**config.mk**
```make
export PLATFORM = sky130hd
export DESIGN_NAME = class_pattern_substring_matcher_top
export DESIGN_NICKNAME = d
export VERILOG_FILES = /design/src/sv/cpsm_pkg.sv /design/src/sv/class_pattern_substring_matcher_top.sv /design/src/sv/cpsm_front.sv /design/src/sv/cpsm_queue.sv /design/src/sv/cpsm_back.sv
export SDC_FILE = /design/constraint.sdc
export NUM_CORES = 1
export LEC_CHECK = 0
export BUFFER_PORTS_ARGS = -buffer_cell sky130_fd_sc_hd__buf_2
export CORE_UTILIZATION = 50
export CTS_BUF_LIST = sky130_fd_sc_hd__clkbuf_4 sky130_fd_sc_hd__clkbuf_8
export CTS_CLUSTER_SIZE = 10
export DETAILED_ROUTE_END_ITERATION = 6
export PLACE_DENSITY = 0.68
export SLEW_MARGIN = 15
export SYNTH_ARGS = -nofsm -noshare
export SYNTH_HDL_FRONTEND = slang
export SYNTH_SLANG_ARGS = --single-unit
```
**constraint.sdc**
```tcl
create_clock -name clk -period 2.5 [get_ports clk]
set_input_delay 0.5 -clock clk [delete_from_list [all_inputs] [get_ports clk]]
set_output_delay 0.5 -clock clk [all_outputs]
set_load 0.02 [all_outputs]
```
**src/sv/cpsm_pkg.sv**
```systemverilog
// cpsm_pkg: shared types and constants for the class pattern substring matcher
// no dependencies; used by every module of the block and by its checker

package cpsm_pkg;

	// one byte of the input string
	typedef struct packed {
		logic [7:0] char_code;
		logic       last_char;
	} char_item_t;

	// one result per byte
	typedef struct packed {
		logic found;
		logic string_end;
	} result_item_t;

	// configuration register indexes
	typedef enum logic [1:0] {
		REG_PATTERN_LOW  = 2'd0,
		REG_PATTERN_HIGH = 2'd1,
		REG_PATTERN_LEN  = 2'd2
	} cfg_reg_t;

	localparam int CFG_INDEX_W = 2;
	localparam int CFG_DATA_W  = 64;
	localparam int LEN_W       = 5;
	localparam int PATTERN_CAP = 16;
	localparam int QUEUE_DEPTH = 2;

	// pattern symbol classes and character bounds
	localparam logic [7:0] SYM_DIGIT  = 8'h44; // 'D'
	localparam logic [7:0] SYM_ALPHA  = 8'h41; // 'A'
	localparam logic [7:0] SYM_ANY    = 8'h3F; // '?'
	localparam logic [7:0] CH_ZERO    = 8'h30; // '0'
	localparam logic [7:0] CH_NINE    = 8'h39; // '9'
	localparam logic [7:0] CH_UP_A    = 8'h41; // 'A'
	localparam logic [7:0] CH_UP_Z    = 8'h5A; // 'Z'
	localparam logic [7:0] CH_LOW_A   = 8'h61; // 'a'
	localparam logic [7:0] CH_LOW_Z   = 8'h7A; // 'z'
	localparam logic [7:0] CASE_SHIFT = 8'h20;

endpackage

```
**src/sv/class_pattern_substring_matcher_top.sv**
```systemverilog
// class_pattern_substring_matcher_top: top level of the class pattern substring matcher
// depends on cpsm_pkg, cpsm_front, cpsm_queue and cpsm_back
//
// Usage:
//   char channel: one string byte per transaction (char_code, last_char), taken
//   when char_valid is high and char_stall is low. Strings must not be empty.
//   result channel: one result per byte (found, string_end), delivered when
//   result_valid is high and result_stall is low. On a byte with string_end
//   set, found is the verdict for the whole string; the match state then
//   clears for the next string.
//   cfg channel: cfg_ready is always high; index 0 writes pattern symbols 0-7,
//   index 1 symbols 8-15, index 2 the pattern length (zero matches always,
//   values above MAX_PATTERN act as MAX_PATTERN). Other indexes are ignored.
//   A taken byte is written into the queue, then popped into the result register.
//   Throughput: one byte per cycle, set by the shift-and update in the back
//   end; a two-entry queue plus the result register sit between the sides,
//   so char_stall rises only once the queue is full while the receiver
//   holds result_stall.
//   Reset clears the pattern registers, the queue and the match state; no
//   result is pending after reset.

module class_pattern_substring_matcher_top #(
	parameter int MAX_PATTERN = 16
) (
	input  logic                                clk,
	input  logic                                arst_n,
	input  logic                                char_valid,
	output logic                                char_stall,
	input  cpsm_pkg::char_item_t                char_data,
	output logic                                result_valid,
	input  logic                                result_stall,
	output cpsm_pkg::result_item_t              result_data,
	input  logic                                cfg_valid,
	output logic                                cfg_ready,
	input  logic [cpsm_pkg::CFG_INDEX_W-1:0]    cfg_index,
	input  logic [cpsm_pkg::CFG_DATA_W-1:0]     cfg_data
);

	localparam int QW = MAX_PATTERN + 1;

	logic [cpsm_pkg::CFG_DATA_W-1:0] pattern_low_q;
	logic [cpsm_pkg::CFG_DATA_W-1:0] pattern_high_q;
	logic [cpsm_pkg::LEN_W-1:0]      pattern_len_q;
	logic [cpsm_pkg::LEN_W-1:0]      eff_len;

	logic          push;
	logic [QW-1:0] push_data;
	logic          queue_full;
	logic          pop;
	logic          q_not_empty;
	logic [QW-1:0] q_head;

	assign cfg_ready = 1'b1;

	always_ff @(posedge clk or negedge arst_n) begin
		if (!arst_n) begin
			pattern_low_q  <= '0;
			pattern_high_q <= '0;
			pattern_len_q  <= '0;
		end else if (cfg_valid && cfg_ready) begin
			unique case (cfg_index)
				cpsm_pkg::REG_PATTERN_LOW:  pattern_low_q  <= cfg_data;
				cpsm_pkg::REG_PATTERN_HIGH: pattern_high_q <= cfg_data;
				cpsm_pkg::REG_PATTERN_LEN:  pattern_len_q  <= cfg_data[cpsm_pkg::LEN_W-1:0];
				default: ;
			endcase
		end
	end

	assign eff_len = (pattern_len_q > cpsm_pkg::LEN_W'(MAX_PATTERN)) ?
	                 cpsm_pkg::LEN_W'(MAX_PATTERN) : pattern_len_q;

	cpsm_front #(
		.MAX_PATTERN (MAX_PATTERN)
	) u_front (
		.char_valid (char_valid),
		.char_stall (char_stall),
		.char_data  (char_data),
		.pattern    ({pattern_high_q, pattern_low_q}),
		.eff_len    (eff_len),
		.queue_full (queue_full),
		.push       (push),
		.push_data  (push_data)
	);

	cpsm_queue #(
		.WIDTH (QW)
	) u_queue (
		.clk       (clk),
		.arst_n    (arst_n),
		.push      (push),
		.push_data (push_data),
		.full      (queue_full),
		.pop       (pop),
		.not_empty (q_not_empty),
		.head      (q_head)
	);

	cpsm_back #(
		.MAX_PATTERN (MAX_PATTERN)
	) u_back (
		.clk          (clk),
		.arst_n       (arst_n),
		.q_not_empty  (q_not_empty),
		.q_head       (q_head),
		.pop          (pop),
		.eff_len      (eff_len),
		.result_valid (result_valid),
		.result_stall (result_stall),
		.result_data  (result_data)
	);

endmodule

```
**src/sv/cpsm_front.sv**
```systemverilog
// cpsm_front: accepts bytes and classifies each one against every pattern symbol
// depends on cpsm_pkg; feeds the per-symbol hit mask into cpsm_queue

module cpsm_front #(
	parameter int MAX_PATTERN = 16
) (
	input  logic                                  char_valid,
	output logic                                  char_stall,
	input  cpsm_pkg::char_item_t                  char_data,
	input  logic [2*cpsm_pkg::CFG_DATA_W-1:0]     pattern,
	input  logic [cpsm_pkg::LEN_W-1:0]            eff_len,
	input  logic                                  queue_full,
	output logic                                  push,
	output logic [MAX_PATTERN:0]                  push_data
);

	logic [MAX_PATTERN-1:0] mask;

	function automatic logic sym_match(input logic [7:0] s, input logic [7:0] c);
		logic hit;
		begin
			priority if (s == cpsm_pkg::SYM_DIGIT) begin
				hit = (c >= cpsm_pkg::CH_ZERO) && (c <= cpsm_pkg::CH_NINE);
			end else if (s == cpsm_pkg::SYM_ALPHA) begin
				hit = ((c >= cpsm_pkg::CH_UP_A) && (c <= cpsm_pkg::CH_UP_Z)) ||
				      ((c >= cpsm_pkg::CH_LOW_A) && (c <= cpsm_pkg::CH_LOW_Z));
			end else if (s == cpsm_pkg::SYM_ANY) begin
				hit = 1'b1;
			end else if ((s >= cpsm_pkg::CH_LOW_A) && (s <= cpsm_pkg::CH_LOW_Z)) begin
				// lowercase symbol takes either case
				hit = (c == s) || (c == (s - cpsm_pkg::CASE_SHIFT));
			end else begin
				hit = (c == s);
			end
			return hit;
		end
	endfunction

	always_comb begin
		for (int i = 0; i < MAX_PATTERN; i++) begin
			mask[i] = sym_match(pattern[8*i +: 8], char_data.char_code) &&
			          (cpsm_pkg::LEN_W'(i) < eff_len);
		end
	end

	assign char_stall = queue_full;
	assign push       = char_valid && !queue_full;
	assign push_data  = {mask, char_data.last_char};

endmodule

```
**src/sv/cpsm_queue.sv**
```systemverilog
// cpsm_queue: short queue that decouples classification from the match update
// depends on cpsm_pkg for its depth

module cpsm_queue #(
	parameter int WIDTH = 17
) (
	input  logic             clk,
	input  logic             arst_n,
	input  logic             push,
	input  logic [WIDTH-1:0] push_data,
	output logic             full,
	input  logic             pop,
	output logic             not_empty,
	output logic [WIDTH-1:0] head
);

	localparam int DEPTH = cpsm_pkg::QUEUE_DEPTH;
	localparam int PTR_W = (DEPTH > 1) ? $clog2(DEPTH) : 1;
	localparam int CNT_W = $clog2(DEPTH + 1);

	logic [WIDTH-1:0] mem_q [DEPTH];
	logic [PTR_W-1:0] wr_ptr_q;
	logic [PTR_W-1:0] rd_ptr_q;
	logic [CNT_W-1:0] count_q;
	logic             do_push;
	logic             do_pop;

	assign full      = (count_q == CNT_W'(DEPTH));
	assign not_empty = (count_q != '0);
	assign do_push   = push && !full;
	assign do_pop    = pop && not_empty;
	assign head      = mem_q[rd_ptr_q];

	always_ff @(posedge clk) begin
		if (do_push) begin
			mem_q[wr_ptr_q] <= push_data;
		end
	end

	always_ff @(posedge clk or negedge arst_n) begin
		if (!arst_n) begin
			wr_ptr_q <= '0;
			rd_ptr_q <= '0;
			count_q  <= '0;
		end else begin
			if (do_push) begin
				wr_ptr_q <= (wr_ptr_q == PTR_W'(DEPTH - 1)) ? '0 : wr_ptr_q + 1'b1;
			end
			if (do_pop) begin
				rd_ptr_q <= (rd_ptr_q == PTR_W'(DEPTH - 1)) ? '0 : rd_ptr_q + 1'b1;
			end
			unique case ({do_push, do_pop})
				2'b10:   count_q <= count_q + 1'b1;
				2'b01:   count_q <= count_q - 1'b1;
				default: count_q <= count_q;
			endcase
		end
	end

endmodule

```
**src/sv/cpsm_back.sv**
```systemverilog
// cpsm_back: shift-and update of the partial match vector and the result register
// depends on cpsm_pkg; pops classified bytes from cpsm_queue

module cpsm_back #(
	parameter int MAX_PATTERN = 16
) (
	input  logic                        clk,
	input  logic                        arst_n,
	input  logic                        q_not_empty,
	input  logic [MAX_PATTERN:0]        q_head,
	output logic                        pop,
	input  logic [cpsm_pkg::LEN_W-1:0]  eff_len,
	output logic                        result_valid,
	input  logic                        result_stall,
	output cpsm_pkg::result_item_t      result_data
);

	logic [MAX_PATTERN-1:0] partial_q;
	logic                   found_q;
	logic                   result_valid_q;
	cpsm_pkg::result_item_t result_q;

	logic [MAX_PATTERN-1:0] mask;
	logic                   last;
	logic [MAX_PATTERN-1:0] vec_next;
	logic [MAX_PATTERN-1:0] top_sel;
	logic                   empty_pat;
	logic                   found_next;

	assign mask      = q_head[MAX_PATTERN:1];
	assign last      = q_head[0];
	assign empty_pat = (eff_len == '0);
	assign pop       = q_not_empty && (!result_valid_q || !result_stall);

	// mask is already cut to the pattern length in the front
	assign vec_next = {partial_q[MAX_PATTERN-2:0], 1'b1} & mask;

	always_comb begin
		for (int i = 0; i < MAX_PATTERN; i++) begin
			top_sel[i] = (cpsm_pkg::LEN_W'(i + 1) == eff_len);
		end
	end

	assign found_next = found_q || empty_pat || (|(vec_next & top_sel));

	always_ff @(posedge clk or negedge arst_n) begin
		if (!arst_n) begin
			partial_q      <= '0;
			found_q        <= 1'b0;
			result_valid_q <= 1'b0;
		end else begin
			if (pop) begin
				result_valid_q <= 1'b1;
				// string boundary clears the match state
				partial_q      <= (last || empty_pat) ? '0 : vec_next;
				found_q        <= last ? 1'b0 : found_next;
			end else if (!result_stall) begin
				result_valid_q <= 1'b0;
			end
		end
	end

	always_ff @(posedge clk) begin
		if (pop) begin
			result_q.found      <= found_next;
			result_q.string_end <= last;
		end
	end

	assign result_valid = result_valid_q;
	assign result_data  = result_q;

endmodule

```
==> results by stage <==
CTS:
- The number of clock buffers inserted by TritonCTS is 17.
- In this run the clock root is driven by a sky130_fd_sc_hd__clkbuf_8.
- The H-tree level count is 4.
- The clock-pin slew on the worst setup and hold paths is around 0.09 ns.
- The clock reaches the later pin of the worst-skew pair after around 0.46 ns.
- The number of clock sinks is 190.
- Post-CTS repair changed the size of 0 cells.
- The post-CTS setup repair buffer count is 0.
- TritonCTS built the clock tree.
- In this run the deepest clock path goes through 2 buffers.

Run:
- The max-cap check violation count is 0.

Layout:
- The library cells used most frequently in the layout, excluding fill and tap cells, are sky130_fd_sc_hd__dfrtp_1 (154), sky130_fd_sc_hd__mux2_2 (122), sky130_fd_sc_hd__xnor2_1 (92).
- The final standard cell count with taps included and fillers excluded is between 1k and 1.5k.
- The most common cell after layout, fill and taps aside is sky130_fd_sc_hd__dfrtp_1.
- The number of antenna cells inserted is 0.
- Compared with the post-synthesis result, the final layout area differs by 10.6%.
- Cells with a size suffix above 1 make up 24.3% of the layout.
- The footprint of the flip-flops and latches is slightly below 5000 sq um.
- The finished cells cover 12,500 sq um.
- For this run, the post-layout net count is approximately 1.3k.
- The fill cell instance count of the final layout is between 1.5k and 2k.
- The multi-input combinational cells in the finished layout cover a total of ~5900 sq um.

STA:
- Of the available clock period, the critical path in the final layout requires ~93%.
- The max-slew violation total from the final report is 0.
- The clock period could shrink to 2.32 ns.
- Setup violations remaining at the end of the flow were counted as 0.
- The final number of hold-violating endpoints is 0.
- For the pin with the worst max-slew slack, the measured transition is ~0.67 ns.
- The setup total negative slack is 0 ns.
- The hold slack is between 0.2 and 0.25 ns.
- The highest attainable clock frequency is between 0.4 and 0.5 GHz.
- Setup repair after global routing left no endpoint under its margin.
- The tightest slew margin relative to the limit is between 50% and 60%.
- Across the routed clock network, the largest skew measured is 0.0112 ns.

Synth:
- The synthesized instance count is 1,097.
- The number of distinct library cells after synthesis is 67.
- Yosys attributes the largest share of cell area to sky130_fd_sc_hd__dfrtp_1 (34%), sky130_fd_sc_hd__mux2_2 (12%), sky130_fd_sc_hd__edfxtp_1 (9.5%), sky130_fd_sc_hd__xnor2_1 (7.1%), sky130_fd_sc_hd__xor2_1 (4.3%).
- The number of enable flip-flop cells after synthesis is 36.
- The fraction of post-synthesis cell area in the top cell type by area is 34.0%.
- The biggest area contributor in the post-synthesis netlist is sky130_fd_sc_hd__dfrtp_1.
- Counting every net in the synthesized netlist gives roughly 1.2k.
- After synthesis, the share of flip-flops with an asynchronous set or reset is 81.1%.
- In this run the cell area of the synthesized design comes to 11,300 sq um.
- The mean area per synthesized cell is a little over 10 sq um.
- The Yosys step of the flow raised 0 warnings.
- Of the synthesized area, sequential elements account for between 40% and 50%.
- Synthesis inferred 190 register bits.
- The most used flip-flop cell after synthesis is sky130_fd_sc_hd__dfrtp_1.

Power:
- For this design the total switching power over the nets is 3.38 mW.
- The logic gate share of total power is between 30% and 40%.
- The share of total power dissipated in the clock network is between 20% and 30%.
- The maximum VDD drop is ~0.50 mV.
- The switching fraction of total power is around 36%.
- The internal power consumption is between 6 and 7 mW.
- In this run the power density over the cells is roughly 750 nW/um^2.
- The sequential group share of total power is ~48%.
- For this design the static power due to leakage is just under 5 nW.

Global route:
- The initial antenna violation count was 0.
- The number of global-route vias before repair is 8,587.
- The final global-route overflow total is 0.
- For this run, the total global-route usage over all layers was measured as about a quarter.
- The wire length of the first global-routing pass is around 45 mm.
- The maximum number of pins on one net before global-route repair is 62.

Min path:
- The worst min-delay path category is in -> reg.

Floorplan:
- The number of cell rows is 54.
- In this run the standard cell core region covers about 22,000 sq um.
- The chip width is 153 um.
- For this configuration, the core starts out at a cell density of ~52%.
- The die covers ~23,000 sq um.
- 85 I/O pins were placed.
- From bottom edge to top edge, the die measures around 150 um.

Run status:
- The final reports fail on design-rule violations.
- The run finished, with violations left.

Critical path:
- The worst setup path is captured at a flip-flop.
- The kind of start point of the critical path is a flip-flop.
- The setup path with the least slack is of type reg -> reg.
- The largest driver fanout on the critical path is 5.
- The arrival time at the worst endpoint is 2.61 ns.
- The critical path data required time is approximately 2.8 ns.

Detailed routing:
- The number of nets still failing antenna checks after routing is 0.
- Dividing the detail-routed wire length by the instance count gives between 15 and 20 um.
- The detailed-route wire length is ~28 mm.
- In this run, the number of DRC markers left after iteration 0 of detailed routing was approximately 650.
- In the routed layout, each cell is associated on average with a via count of about 6.
- The first detailed-routing pass took 7 iterations.
- The number of vias after detailed routing is roughly 9k.
- For this run, design rule violations remaining after detail routing come to 3.

Placed design:
- Port buffering added slightly above 80 buffers.
- The post-detailed-placement cell area is approximately 12,000 sq um.
- Counting tap cells, the placed design contains a total of between 1k and 1.5k instances.
- Summed over all nets, the half-perimeter wirelength after detailed placement is roughly 20 mm.
- At the end of routability-driven placement, the weighted congestion stood at ~0.9.
## state kept, by name (all words and copies together), names as in the netlist
register,count
pattern_high_q,64
pattern_low_q,64
u_queue.mem_q,34
u_back.partial_q,15
pattern_len_q,5
u_back.result_data,2
u_queue.count_q,2
u_back.found_q,1
u_back.result_valid,1
u_queue.rd_ptr_q,1
u_queue.wr_ptr_q,1
## worst paths after layout
check                      slack [ns]                   end                start  cells past startpoint
setup / recovery                 0.18  u_queue.mem_q[1][14]   pattern_high_q[45]                      8
hold reg to reg                  0.49   u_back.result_valid  u_back.result_valid                      2
setup reg to reg                 0.18  u_queue.mem_q[1][14]   pattern_high_q[45]                      8
hold / removal                   0.23   u_queue.mem_q[1][0]         char_data[0]                      1
max in group asynchronous        1.26     pattern_low_q[58]               arst_n                      3
min in group asynchronous        0.54    u_queue.count_q[1]               arst_n                      2
## synth_stat cells, drive strengths merged, types with 4 or more instances
master,number
nor3b,6
edfxtp,36
mux2,122
nor2b,21
or4,12
nand2b,14
xnor2,92
buf,36
clkbuf,35
o32ai,20
nand3,19
ha,17
nand4,17
nor3,35
o22ai,8
mux2i,13
nand2,68
a221oi,9
o2111ai,11
o31ai,4
dfrtp,154
or3,20
inv,47
a21oi,39
o211ai,6
nand3b,4
xor2,56
nor2,42
and4b,4
a211oi,4
a22oi,14
nor4,13
o21ai,48
a31oi,9
## cell families (layout without fill, tap and decap cells)
| kind of cell | after synthesis | after routing | synth area share, % |
|---|---|---|---|
| compound gates | 197 | 197 | 11.7 |
| xor+xnor | 148 | 148 | 11.4 |
| other cells | 1 | 1 | 0.0331 |
| flops | 190 | 190 | 43.5 |
| buf+inv | 118 | 201 | 4.41 |
| simple gates | 291 | 291 | 13.8 |
| fa+ha+maj | 17 | 17 | 1.87 |
| mux | 135 | 135 | 13.3 |
## final cells by class
class / instances / share of cell area (%)
Clock buffer: 23 / 2.32
Inverter: 47 / 1.41
Tap cell: 280 / 2.79
Timing Repair Buffer: 122 / 6.31
Clock inverter: 9 / 0.678
Sequential cell: 190 / 39.3
Multi-Input combinational cell: 789 / 47.2
## metal layers
metal  GRT usage (%)  up-vias  wire length (um)
met2            40.0      283             13000
li1                -     4113                 -
met3            4.32       45              1570
met5               0        -                 0
met1            33.7     4300             12500
met4            8.66        0               629
## stage by stage
step	power (mW)	worst slack (ns)	util, %
after floorplan	6.56	0.308	-
after global placement	7.45	0.220	55.2
after detailed placement	7.50	0.197	55.2
after CTS	9.48	0.179	57.0
after global routing	10.0	0.00900	57.0
final	9.46	0.184	57.0
## worst max-delay path: stages, from the launching register on
cell and delay [ns]:
sky130_fd_sc_hd__dfrtp_1 0.42, sky130_fd_sc_hd__inv_1 0.10, sky130_fd_sc_hd__ha_1 0.32, sky130_fd_sc_hd__xnor2_1 0.13, sky130_fd_sc_hd__a211o_1 0.28, sky130_fd_sc_hd__or4_1 0.46
sky130_fd_sc_hd__a21oi_1 0.15, sky130_fd_sc_hd__a221oi_1 0.08, sky130_fd_sc_hd__nor3_2 0.22
## power by group through the flow
stage          logic, mW  registers, mW  clock network (mW)
3_3_place_gp        2.86           4.59                   0
4_1_cts             2.93           4.54                2.02
5_1_grt             3.22           4.65                2.16
3_5_place_dp        2.90           4.60                   0
6_report            2.93           4.56                1.97
2_1_floorplan       2.27           4.29                   0
## repair_timing
action / 4_1_cts / 5_1_grt
endpoints found under the hold margin: 48 / 0
endpoints found under the setup margin: 0 / 0
hold buffers: 1 / 0
(Power assumes the default switching activity.)
